### src/design/csad_pkg.sv
package csad_pkg;

    // datapath width of the cordic cells, signed
    localparam int CW = 34;

    localparam logic signed [CW-1:0] CORDIC_GAIN_Q30 = 34'sd652032874;
    localparam logic signed [CW-1:0] QUARTER_TURN    = 34'sd1073741824;
    localparam logic signed [CW-1:0] HALF_TURN_S     = 34'sd2147483648;
    localparam logic [30:0]          ONE_Q30         = 31'd1073741824;
    localparam logic [31:0]          HALF_TURN       = 32'h8000_0000;

    typedef enum logic [1:0] {
        CFG_CENTRE_RA   = 2'd0,
        CFG_CENTRE_DEC  = 2'd1,
        CFG_CONE_RADIUS = 2'd2,
        CFG_UNUSED      = 2'd3
    } t_cfg_index;

    typedef struct packed {
        logic signed [CW-1:0] x;
        logic signed [CW-1:0] y;
        logic signed [CW-1:0] z;
        logic                 tag;
    } t_cordic;

    typedef struct packed {
        logic [63:0] rem;
        logic [63:0] root;
        logic        tag;
    } t_root;

    // atan(2^-i) in turn * 2^32, truncated
    function automatic logic signed [CW-1:0] atan_at(input int i);
        logic signed [CW-1:0] v;
        case (i)
            0:  v = 34'sd536870912;
            1:  v = 34'sd316933405;
            2:  v = 34'sd167458907;
            3:  v = 34'sd85004756;
            4:  v = 34'sd42667331;
            5:  v = 34'sd21354465;
            6:  v = 34'sd10679838;
            7:  v = 34'sd5340245;
            8:  v = 34'sd2670163;
            9:  v = 34'sd1335086;
            10: v = 34'sd667544;
            11: v = 34'sd333772;
            12: v = 34'sd166886;
            13: v = 34'sd83443;
            14: v = 34'sd41721;
            15: v = 34'sd20860;
            16: v = 34'sd10430;
            17: v = 34'sd5215;
            18: v = 34'sd2607;
            19: v = 34'sd1303;
            20: v = 34'sd651;
            21: v = 34'sd325;
            22: v = 34'sd162;
            23: v = 34'sd81;
            24: v = 34'sd40;
            25: v = 34'sd20;
            26: v = 34'sd10;
            27: v = 34'sd5;
            28: v = 34'sd2;
            29: v = 34'sd1;
            default: v = '0;
        endcase
        return v;
    endfunction

    // fold an angle into [-1/4, 1/4] turn and load the cordic start vector
    function automatic t_cordic rot_start(input logic [31:0] u);
        t_cordic c;
        logic signed [CW-1:0] z;
        z     = CW'($signed(u));
        c.x   = CORDIC_GAIN_Q30;
        c.y   = '0;
        c.tag = 1'b0;
        if (z > QUARTER_TURN) begin
            z     = z - HALF_TURN_S;
            c.tag = 1'b1;
        end else if (z < -QUARTER_TURN) begin
            z     = z + HALF_TURN_S;
            c.tag = 1'b1;
        end
        c.z = z;
        return c;
    endfunction

endpackage

### src/design/csad_root_cell.sv
module csad_root_cell #(
    parameter int STEP = 0
) (
    input  logic            i_clk,
    input  logic            i_en,
    input  csad_pkg::t_root i_d,
    output csad_pkg::t_root o_q
);
    import csad_pkg::*;

    localparam logic [63:0] BIT = 64'd1 << (62 - 2*STEP);

    logic [63:0] trial;
    t_root       n_q, r_q;

    always_comb begin
        trial   = i_d.root + BIT;
        n_q.tag = i_d.tag;
        if (i_d.rem >= trial) begin
            n_q.rem  = i_d.rem - trial;
            n_q.root = (i_d.root >> 1) + BIT;
        end else begin
            n_q.rem  = i_d.rem;
            n_q.root = i_d.root >> 1;
        end
    end

    always_ff @(posedge i_clk) begin
        if (i_en) r_q <= n_q;
    end

    assign o_q = r_q;
endmodule

### config.mk
export PLATFORM = sky130hd
export DESIGN_NAME = csad_root_cell
export DESIGN_NICKNAME = d
export VERILOG_FILES = /design/src/design/csad_pkg.sv /design/src/design/csad_root_cell.sv
export SDC_FILE = /design/constraint.sdc
export NUM_CORES = 1
export LEC_CHECK = 0
export BUFFER_PORTS_ARGS = -buffer_cell sky130_fd_sc_hd__buf_2
export CAP_MARGIN = 15
export CORE_MARGIN = 10
export CORE_UTILIZATION = 49
export CTS_CLUSTER_SIZE = 20
export DETAILED_ROUTE_END_ITERATION = 16
export GPL_TIMING_DRIVEN = 0
export PLACE_DENSITY = 0.74
export SETUP_SLACK_MARGIN = 0.3
export SYNTH_ARGS = -nofsm -noshare
export SYNTH_HDL_FRONTEND = slang
export SYNTH_SLANG_ARGS = --single-unit
### constraint.sdc
create_clock -name i_clk -period 5 [get_ports i_clk]
set_input_delay 1 -clock i_clk [delete_from_list [all_inputs] [get_ports i_clk]]
set_output_delay 1 -clock i_clk [all_outputs]
set_load 0.02 [all_outputs]
==> impl_metrics.csv <==
group,metric,value,unit
status,status,"complete, no violations",
floorplan,die_x,153,um
sta,rsz0062_at_grt,"no",
global_routing,antenna_found_initial,3,
critical_path,critical_path.max_fanout,6,
detailed_routing,routed-via-count,7772,
sta,period_share,89.8,%
cells_and_area,final_nets,1361,
cells_and_area,largest_register_ffs,129,
logic_synthesis,syn_area,0.00864,sq mm
cells_and_area,mostFrequentLayoutCells,"buf_2 (269), edfxtp_1 (129), a21oi_1 (111)",
power_and_ir_drop,pwr_density_cell,346,mW/mm^2
detailed_routing,drtAntennaViolNets,0,
clock_tree,numCtsBuffers,17,
placed_design,place_ws,169,ps
detailed_routing,wl,25800,um
detailed_routing,drc,0,
cells_and_area,n_fill_cell,1477,
detailed_routing,drtIter0Drc,502,
detailed_routing,wl_per_cell,18.4,um
critical_path,cp.required,5270,ps
logic_synthesis,seq_area_frac_synth,44.8,%
placed_design,gp_congestion,0.882,
detailed_routing,via_per_inst,5.55,
sta,post-route-min-period,4490,ps
clock_tree,post_cts_resized,0,
power_and_ir_drop,vdd.ir_drop.worst,242,uV
run,drv_cap,0,
clock_tree,cts_max_path_buffers,2,
clock_tree,cts_tree,"built",
floorplan,die_area,0.0233,sq mm
clock_tree,cts_hold_buf,0,
logic_synthesis,synth_top_family_by_area,"compound AO/OA/AOI/OAI gates",
power_and_ir_drop,p_leak,0.00503,uW
sta,max_freq,223,MHz
logic_synthesis,synth-simple-area-share,13.1,%
logic_synthesis,synth_fa_ha_area_share,9.50,%
min_path,hold_path.class,"in -> reg",
sta,fin_ws,508,ps
logic_synthesis,synth_compound_area_share,19.7,%
sta,hold_violations,0,
clock_tree,cts_setup_buffers,0,
placed_design,hpwl,20200,um
logic_synthesis,ys_async_sr_fraction,0,%
logic_synthesis,synthXorXnorAreaFrac,5.68,%
sta,finalSetupViolCount,0,
cells_and_area,synthToLayoutAreaGrowth,25.4,%
clock_tree,cts_root_buf,"clkbuf_16",
floorplan,start_util,49.9,%
detailed_routing,drt_pass1_iterations,8,
clock_tree,htreeDepth,4,
critical_path,crit_start,"i_d[4]",
logic_synthesis,ys_types,58,
sta,whs,752,ps
logic_synthesis,synthMuxAreaShare,1.94,%
floorplan,ios,260,
logic_synthesis,synth-edff-count,129,
clock_tree,clock-sinks,129,
global_routing,grt_pass1_wl,41100,um
sta,relSlewSlack,44.7,%
logic_synthesis,ys.flop_type,"edfxtp_1",
critical_path,cp-end-kind,"flop",
critical_path,crit_type,"in -> reg",
placed_design,io_buffers,259,
sta,tns,0,ps
clock_tree,path_clk_slew,60,ps
cells_and_area,mostFrequentLayoutCell,"buf_2",
critical_path,critPathArrivalTime,4760,ps
logic_synthesis,synthesis.nets,1082,
sta,worstMarginPinSlew,819,ps
global_routing,grt_pass1_vias,7784,
min_path,worstHoldStart,"i_d[0]",
global_routing,grt_start_max_net_pins,73,
min_path,whs_path_depth,1,
sta,maxSlewViolCount,0,
floorplan,coreArea,0.0173,sq mm
floorplan,fp-row-count,48,
critical_path,crit_path_start_kind,"primary input",
cells_and_area,final_core_util,62.6,%
logic_synthesis,avgSynthCellArea,9.75,sq um
global_routing,grt_remaining_overflow,0,
logic_synthesis,synth.ff_latch_count,129,
logic_synthesis,synthCells,886,
global_routing,grtUsageTotal,21.5,%
floorplan,die_h,153,um
logic_synthesis,synth_warnings,0,
cells_and_area,drive_above_1_share,26.6,%
power_and_ir_drop,total_power,3750,uW
-- synth_stat cells (all sizes together) (7+ instances only) --
| cell | count | area [sq um] |
|---|---|---|
| edfxtp | 129 | 3870 |
| nor3 | 12 | 65.1 |
| nand2 | 52 | 195 |
| a21o | 49 | 368 |
| o21a | 7 | 52.6 |
| a31oi | 7 | 43.8 |
| xnor2 | 36 | 315 |
| o211ai | 7 | 52.6 |
| inv | 78 | 293 |
| xor2 | 20 | 175 |
| a21oi | 111 | 556 |
| nand4 | 18 | 113 |
| mux2 | 14 | 158 |
| nor2b | 10 | 62.6 |
| o21bai | 11 | 82.6 |
| and3 | 13 | 81.3 |
| o21ai | 43 | 215 |
| and2 | 10 | 62.6 |
| nor2 | 82 | 308 |
| nand3 | 14 | 70.1 |
| ha | 64 | 801 |
| buf | 11 | 55.1 |
| clkbuf | 26 | 98.8 |
-- cell type report --
type | count | area, sq um | area share [%]
antenna | 1 | 2.50 | 0.0231
buffer | 37 | 154 | 1.42
clock buffer | 19 | 433 | 4.00
clock inverter | 10 | 144 | 1.33
inverter | 78 | 293 | 2.70
multi-input combinational | 642 | 4320 | 39.9
sequential | 129 | 3870 | 35.8
tap | 225 | 282 | 2.60
timing repair buffer | 260 | 1330 | 12.3
-- final timing paths --
| kind | to | slack (ps) |
|---|---|---|
| setup / recovery | o_q[125] | 510 |
| hold / removal | o_q[0] | 750 |
-- critical path, cell delays in order --
cell and delay, ps:
buf_2 90, inv_1 50, ha_1 390, o211ai_1 210, a21oi_1 80, o41ai_1 740, nand4bb_1 250, a31oi_1 360
o21ai_1 210, a21oi_1 550, o21ai_0 370, and4_1 310, nor3_1 150
-- power by group --
part,internal (uW),switching [uW]
clock network,815,454
logic,404,694
registers,1350,28.3
total,2570,1180
-- metal layers --
| layer | GRT usage (%) | vias up | wire, um | share of wire (%) |
|---|---|---|---|---|
| met3 | 7.51 | 39 | 2030 | 7.9 |
| met4 | 6.18 | 4 | 537 | 2.1 |
| met5 | 0 | - | 27 | 0.10 |
| li1 | - | 3794 | - | - |
| met1 | 26.2 | 3624 | 10800 | 42 |
| met2 | 35.2 | 311 | 12400 | 48 |
-- logic make-up after synthesis --
kind of cell | Yosys count
simple gates | 234
compound gates | 272
fa+ha+maj | 65
mux | 15
flops | 129
buf+inv | 115
xor+xnor | 56
-- stage by stage --
step | area (sq um) | cells
final | 10800 | 1401
after floorplan | 8640 | 886
after global placement | 10200 | 1370
after global routing | 10800 | 1401
after CTS | 10800 | 1400
after detailed placement | 10300 | 1371
Note: power is estimated with default switching activity, not from simulation.
