File: src/design/csad_pkg.sv
package csad_pkg;

    // datapath width of the cordic cells, signed
    localparam int CW = 34;

    localparam logic signed [CW-1:0] CORDIC_GAIN_Q30 = 34'sd652032874;
    localparam logic signed [CW-1:0] QUARTER_TURN    = 34'sd1073741824;
    localparam logic signed [CW-1:0] HALF_TURN_S     = 34'sd2147483648;
    localparam logic [30:0]          ONE_Q30         = 31'd1073741824;
    localparam logic [31:0]          HALF_TURN       = 32'h8000_0000;

    typedef enum logic [1:0] {
        CFG_CENTRE_RA   = 2'd0,
        CFG_CENTRE_DEC  = 2'd1,
        CFG_CONE_RADIUS = 2'd2,
        CFG_UNUSED      = 2'd3
    } t_cfg_index;

    typedef struct packed {
        logic signed [CW-1:0] x;
        logic signed [CW-1:0] y;
        logic signed [CW-1:0] z;
        logic                 tag;
    } t_cordic;

    typedef struct packed {
        logic [63:0] rem;
        logic [63:0] root;
        logic        tag;
    } t_root;

    // atan(2^-i) in turn * 2^32, truncated
    function automatic logic signed [CW-1:0] atan_at(input int i);
        logic signed [CW-1:0] v;
        case (i)
            0:  v = 34'sd536870912;
            1:  v = 34'sd316933405;
            2:  v = 34'sd167458907;
            3:  v = 34'sd85004756;
            4:  v = 34'sd42667331;
            5:  v = 34'sd21354465;
            6:  v = 34'sd10679838;
            7:  v = 34'sd5340245;
            8:  v = 34'sd2670163;
            9:  v = 34'sd1335086;
            10: v = 34'sd667544;
            11: v = 34'sd333772;
            12: v = 34'sd166886;
            13: v = 34'sd83443;
            14: v = 34'sd41721;
            15: v = 34'sd20860;
            16: v = 34'sd10430;
            17: v = 34'sd5215;
            18: v = 34'sd2607;
            19: v = 34'sd1303;
            20: v = 34'sd651;
            21: v = 34'sd325;
            22: v = 34'sd162;
            23: v = 34'sd81;
            24: v = 34'sd40;
            25: v = 34'sd20;
            26: v = 34'sd10;
            27: v = 34'sd5;
            28: v = 34'sd2;
            29: v = 34'sd1;
            default: v = '0;
        endcase
        return v;
    endfunction

    // fold an angle into [-1/4, 1/4] turn and load the cordic start vector
    function automatic t_cordic rot_start(input logic [31:0] u);
        t_cordic c;
        logic signed [CW-1:0] z;
        z     = CW'($signed(u));
        c.x   = CORDIC_GAIN_Q30;
        c.y   = '0;
        c.tag = 1'b0;
        if (z > QUARTER_TURN) begin
            z     = z - HALF_TURN_S;
            c.tag = 1'b1;
        end else if (z < -QUARTER_TURN) begin
            z     = z + HALF_TURN_S;
            c.tag = 1'b1;
        end
        c.z = z;
        return c;
    endfunction

endpackage

File: src/design/csad_cordic_cell.sv
module csad_cordic_cell #(
    parameter int STEP      = 0,
    parameter bit VECTORING = 1'b0
) (
    input  logic              i_clk,
    input  logic              i_en,
    input  csad_pkg::t_cordic i_d,
    output csad_pkg::t_cordic o_q
);
    import csad_pkg::*;

    localparam logic signed [CW-1:0] ANGLE = atan_at(STEP);

    logic signed [CW-1:0] dx, dy;
    logic                 sub;
    t_cordic              n_q, r_q;

    always_comb begin
        dx  = i_d.y >>> STEP;
        dy  = i_d.x >>> STEP;
        sub = VECTORING ? (i_d.y < 0) : (i_d.z >= 0);
        n_q.tag = i_d.tag;
        if (sub) begin
            n_q.x = i_d.x - dx;
            n_q.y = i_d.y + dy;
            n_q.z = i_d.z - ANGLE;
        end else begin
            n_q.x = i_d.x + dx;
            n_q.y = i_d.y - dy;
            n_q.z = i_d.z + ANGLE;
        end
    end

    always_ff @(posedge i_clk) begin
        if (i_en) r_q <= n_q;
    end

    assign o_q = r_q;
endmodule

File: config.mk
export PLATFORM = sky130hd
export DESIGN_NAME = csad_cordic_cell
export DESIGN_NICKNAME = d
export VERILOG_FILES = /design/src/design/csad_pkg.sv /design/src/design/csad_cordic_cell.sv
export SDC_FILE = /design/constraint.sdc
export NUM_CORES = 1
export LEC_CHECK = 0
export BUFFER_PORTS_ARGS = -buffer_cell sky130_fd_sc_hd__buf_2
export CORE_AREA = 2 2 178 180
export CTS_CLUSTER_DIAMETER = 150
export DETAILED_ROUTE_END_ITERATION = 16
export DIE_AREA = 0 0 180 182
export PLACE_DENSITY = 0.61
export SYNTH_ARGS = -nofsm -noshare
export SYNTH_HDL_FRONTEND = slang
export SYNTH_SLANG_ARGS = --single-unit
File: constraint.sdc
create_clock -name i_clk -period 3.2 [get_ports i_clk]
set_clock_uncertainty 0.2 [all_clocks]
set_input_delay 0.32 -clock i_clk [delete_from_list [all_inputs] [get_ports i_clk]]
set_output_delay 0.32 -clock i_clk [all_outputs]
set_load 0.02 [all_outputs]
==> impl_metrics.env <==
export IMPL_status="complete, no violations"
export IMPL_cp_arrival_ps=2980
export IMPL_grt_pass1_vias=8866
export IMPL_fin_crit_sh=0.9547
export IMPL_final_util=0.3924
export IMPL_rsz0062_at_grt="true"
export IMPL_synth_top_area_cell="edfxtp_1"
export IMPL_powerDensity_nw_per_um2=407.0
export IMPL_required_ps=3120
export IMPL_grt_pass1_wl_um=48490
export IMPL_htreeDepth=3
export IMPL_cts_sinks=102
export IMPL_dp_cells=1723
export IMPL_numPortBuffers=207
export IMPL_max_cap_viol_count=0
export IMPL_drtAntennaViolNets=0
export IMPL_die_area_um2=32760
export IMPL_largest_reg_flops=102
export IMPL_total_power_mw=4.948
export IMPL_cts_tree="built"
export IMPL_async_flop_share=0
export IMPL_instances_no_fill=1770
export IMPL_die_w_um=180
export IMPL_wl_um=31350
export IMPL_core_area_um2=30990
export IMPL_seqPwrFrac=0.359
export IMPL_ys_ff_latch=102
export IMPL_routedWlPerCell_um=17.71
export IMPL_path_clk_slew_ps=80
export IMPL_cts_made_buffers=9
export IMPL_antenna_found_initial=3
export IMPL_drcViolationCount=0
export IMPL_hp_class="in -> reg"
export IMPL_p_switching_mw=1.853
export IMPL_rows=65
export IMPL_synth_area_um2=9122
export IMPL_worst_pin_slew_ps=587.8
export IMPL_intPower_mw=3.095
export IMPL_drive_gt1_frac=0.2868
export IMPL_totalNegativeSetupSlack_ps=0
export IMPL_gp_congestion=0.9453
export IMPL_vias=8850
export IMPL_hpwl_um=25380
export IMPL_syn_avg_cell_area_um2=8.944
export IMPL_synth_most_common_cell="a21oi_1"
export IMPL_layout_min_cycle_time_ps=3055
export IMPL_min_to="o_q[30]"
export IMPL_nets=1575
export IMPL_drtIter0Drc=634
export IMPL_critPathLaunchType="input pin"
export IMPL_fin_area_um2=12160
export IMPL_dieHeight_um=182
export IMPL_synth_common_cells="127 x a21oi_1, 104 x ha_1, 102 x edfxtp_1"
export IMPL_synth_distinct_cells=74
export IMPL_worstSetupPathType="in -> reg"
export IMPL_critPathMaxFanout=5
export IMPL_via_per_inst=5.000
export IMPL_finalSetupViolCount=0
export IMPL_synth_cells=1020
export IMPL_dr_pass1_iters=5
export IMPL_track_usage=0.1881
export IMPL_netlist_area_leader_share=0.3358
export IMPL_io_pins=208
export IMPL_yosysWarningCount=0
export IMPL_yosysSeqAreaShare=0.3358
export IMPL_power_leakage_nw=5.461
export IMPL_swShare=0.3745
export IMPL_slew_headroom=0.6058
export IMPL_syn_to_final_growth_pct=33.27
export IMPL_cts_root_buf="clkbuf_16"
export IMPL_grt_overflow_total=0
export IMPL_holdCritStartpoint="i_d[30]"
export IMPL_timing_final_max_slew_violations=0
export IMPL_clockPowerShare=0.226
export IMPL_cts_buffer_depth=2
export IMPL_holdPathStages=2
export IMPL_end_kind="flip-flop"
export IMPL_initial_core_util=0.2944
export IMPL_synthFlopType="edfxtp_1"
export IMPL_max_freq_ghz=0.3273
export IMPL_hold_violations=0
export IMPL_pwr_share_comb=0.415
export IMPL_synth_edf_count=102
export IMPL_synthTopCellsByArea="edfxtp_1 34%, ha_1 14%, a21oi_1 7.0%, xnor2_1 5.5%, inv_1 4.0%"
export IMPL_vdd_ir_drop_max_mv=0.2689
export IMPL_place_area_um2=11540
export IMPL_syn_nets=1233
export IMPL_grt_start_max_net_pins=54
==> stage by stage <==
step	hold slack, ps	worst slack (ps)
after floorplan	218.9	346.2
after global placement	297.6	-148.2
after detailed placement	298.7	-183.5
after CTS	35.14	37.74
after global routing	49.27	-14.81
final	52.04	145.0
==> routing by layer <==
metal / wire, µm / GRT usage / vias to the layer above
met5: 18 / 0 / -
met4: 626 / 0.05789 / 4
met3: 1940 / 0.03249 / 37
met2: 14860 / 0.3189 / 323
met1: 13900 / 0.2442 / 4139
li1: - / - / 4347
==> worst max path at each step <==
stage	startpoint	end	slack (ps)	depth (start not counted)
6_report	i_d[35]	o_q[67]	140	12
5_1_grt	i_d[6]	o_q[33]	-10	13
4_1_cts	i_d[8]	o_q[33]	40	13
3_5_place_dp	i_d[35]	o_q[67]	-180	12
3_3_place_gp	i_d[35]	o_q[67]	-150	12
2_1_floorplan	i_d[36]	o_q[100]	350	11
==> cells by family after synthesis <==
kind of cell             after synthesis  synth area share
AO/OA/AOI/OAI                        334            0.2380
XOR/XNOR                              68           0.06529
adder cells (fa/ha/maj)              108            0.1514
buffers and inverters                145           0.06378
flip-flops                           102            0.3358
multiplexers                           6          0.006584
AND/OR/NAND/NOR                      257            0.1392
==> critical path: stages <==
cell       delay, ps
buf_2            120
ha_1             220
fa_1             420
nor2b_1          180
o211ai_1         270
nand3_1          230
a21oi_4          240
o21ai_2          170
a211oi_2         350
a21oi_1          160
a2bb2oi_1        210
xor2_1            90
==> cells in the final DEF (no fill, tap or decap), drive strengths merged, types with 9 or more instances in the layout <==
cell	count
clkbuf	9
nor2b	15
nand3	13
xor2	11
nand2	53
a21oi	131
buf	342
ha	104
nand2b	15
xnor2	57
o211ai	11
edfxtp	102
o21a	12
or2	9
dlygate4sd3	30
inv	105
nor3	25
o21ai	62
a211oi	19
nor2	77
o21bai	19
a21o	21
nand4	11
nor4	13
==> power by group through the flow <==
stage	registers (mW)	clock network, mW	logic, mW
after floorplan	2.05	0	0.931
after global placement	1.81	0	2.00
after detailed placement	1.81	0	2.01
after CTS	1.78	1.15	2.05
after global routing	1.80	1.20	2.23
final	1.77	1.12	2.06
==> cell type report <==
type,instances,area (µm²)
inverter,104,390.4
antenna,1,2.502
multi-input combinational,773,5504
fill,3225,18830
sequential,102,3063
clock inverter,7,67.56
clock buffer,9,225.2
tap,402,503.0
timing repair buffer,372,2402
==> timing repair <==
action,4_1_cts,5_1_grt
hold buffers,30,0
endpoints found under the hold margin,30,0
setup endpoints to repair,0,12
setup buffers,0,0
gates resized for setup,0,3
Power figures use the tool's default switching activity.
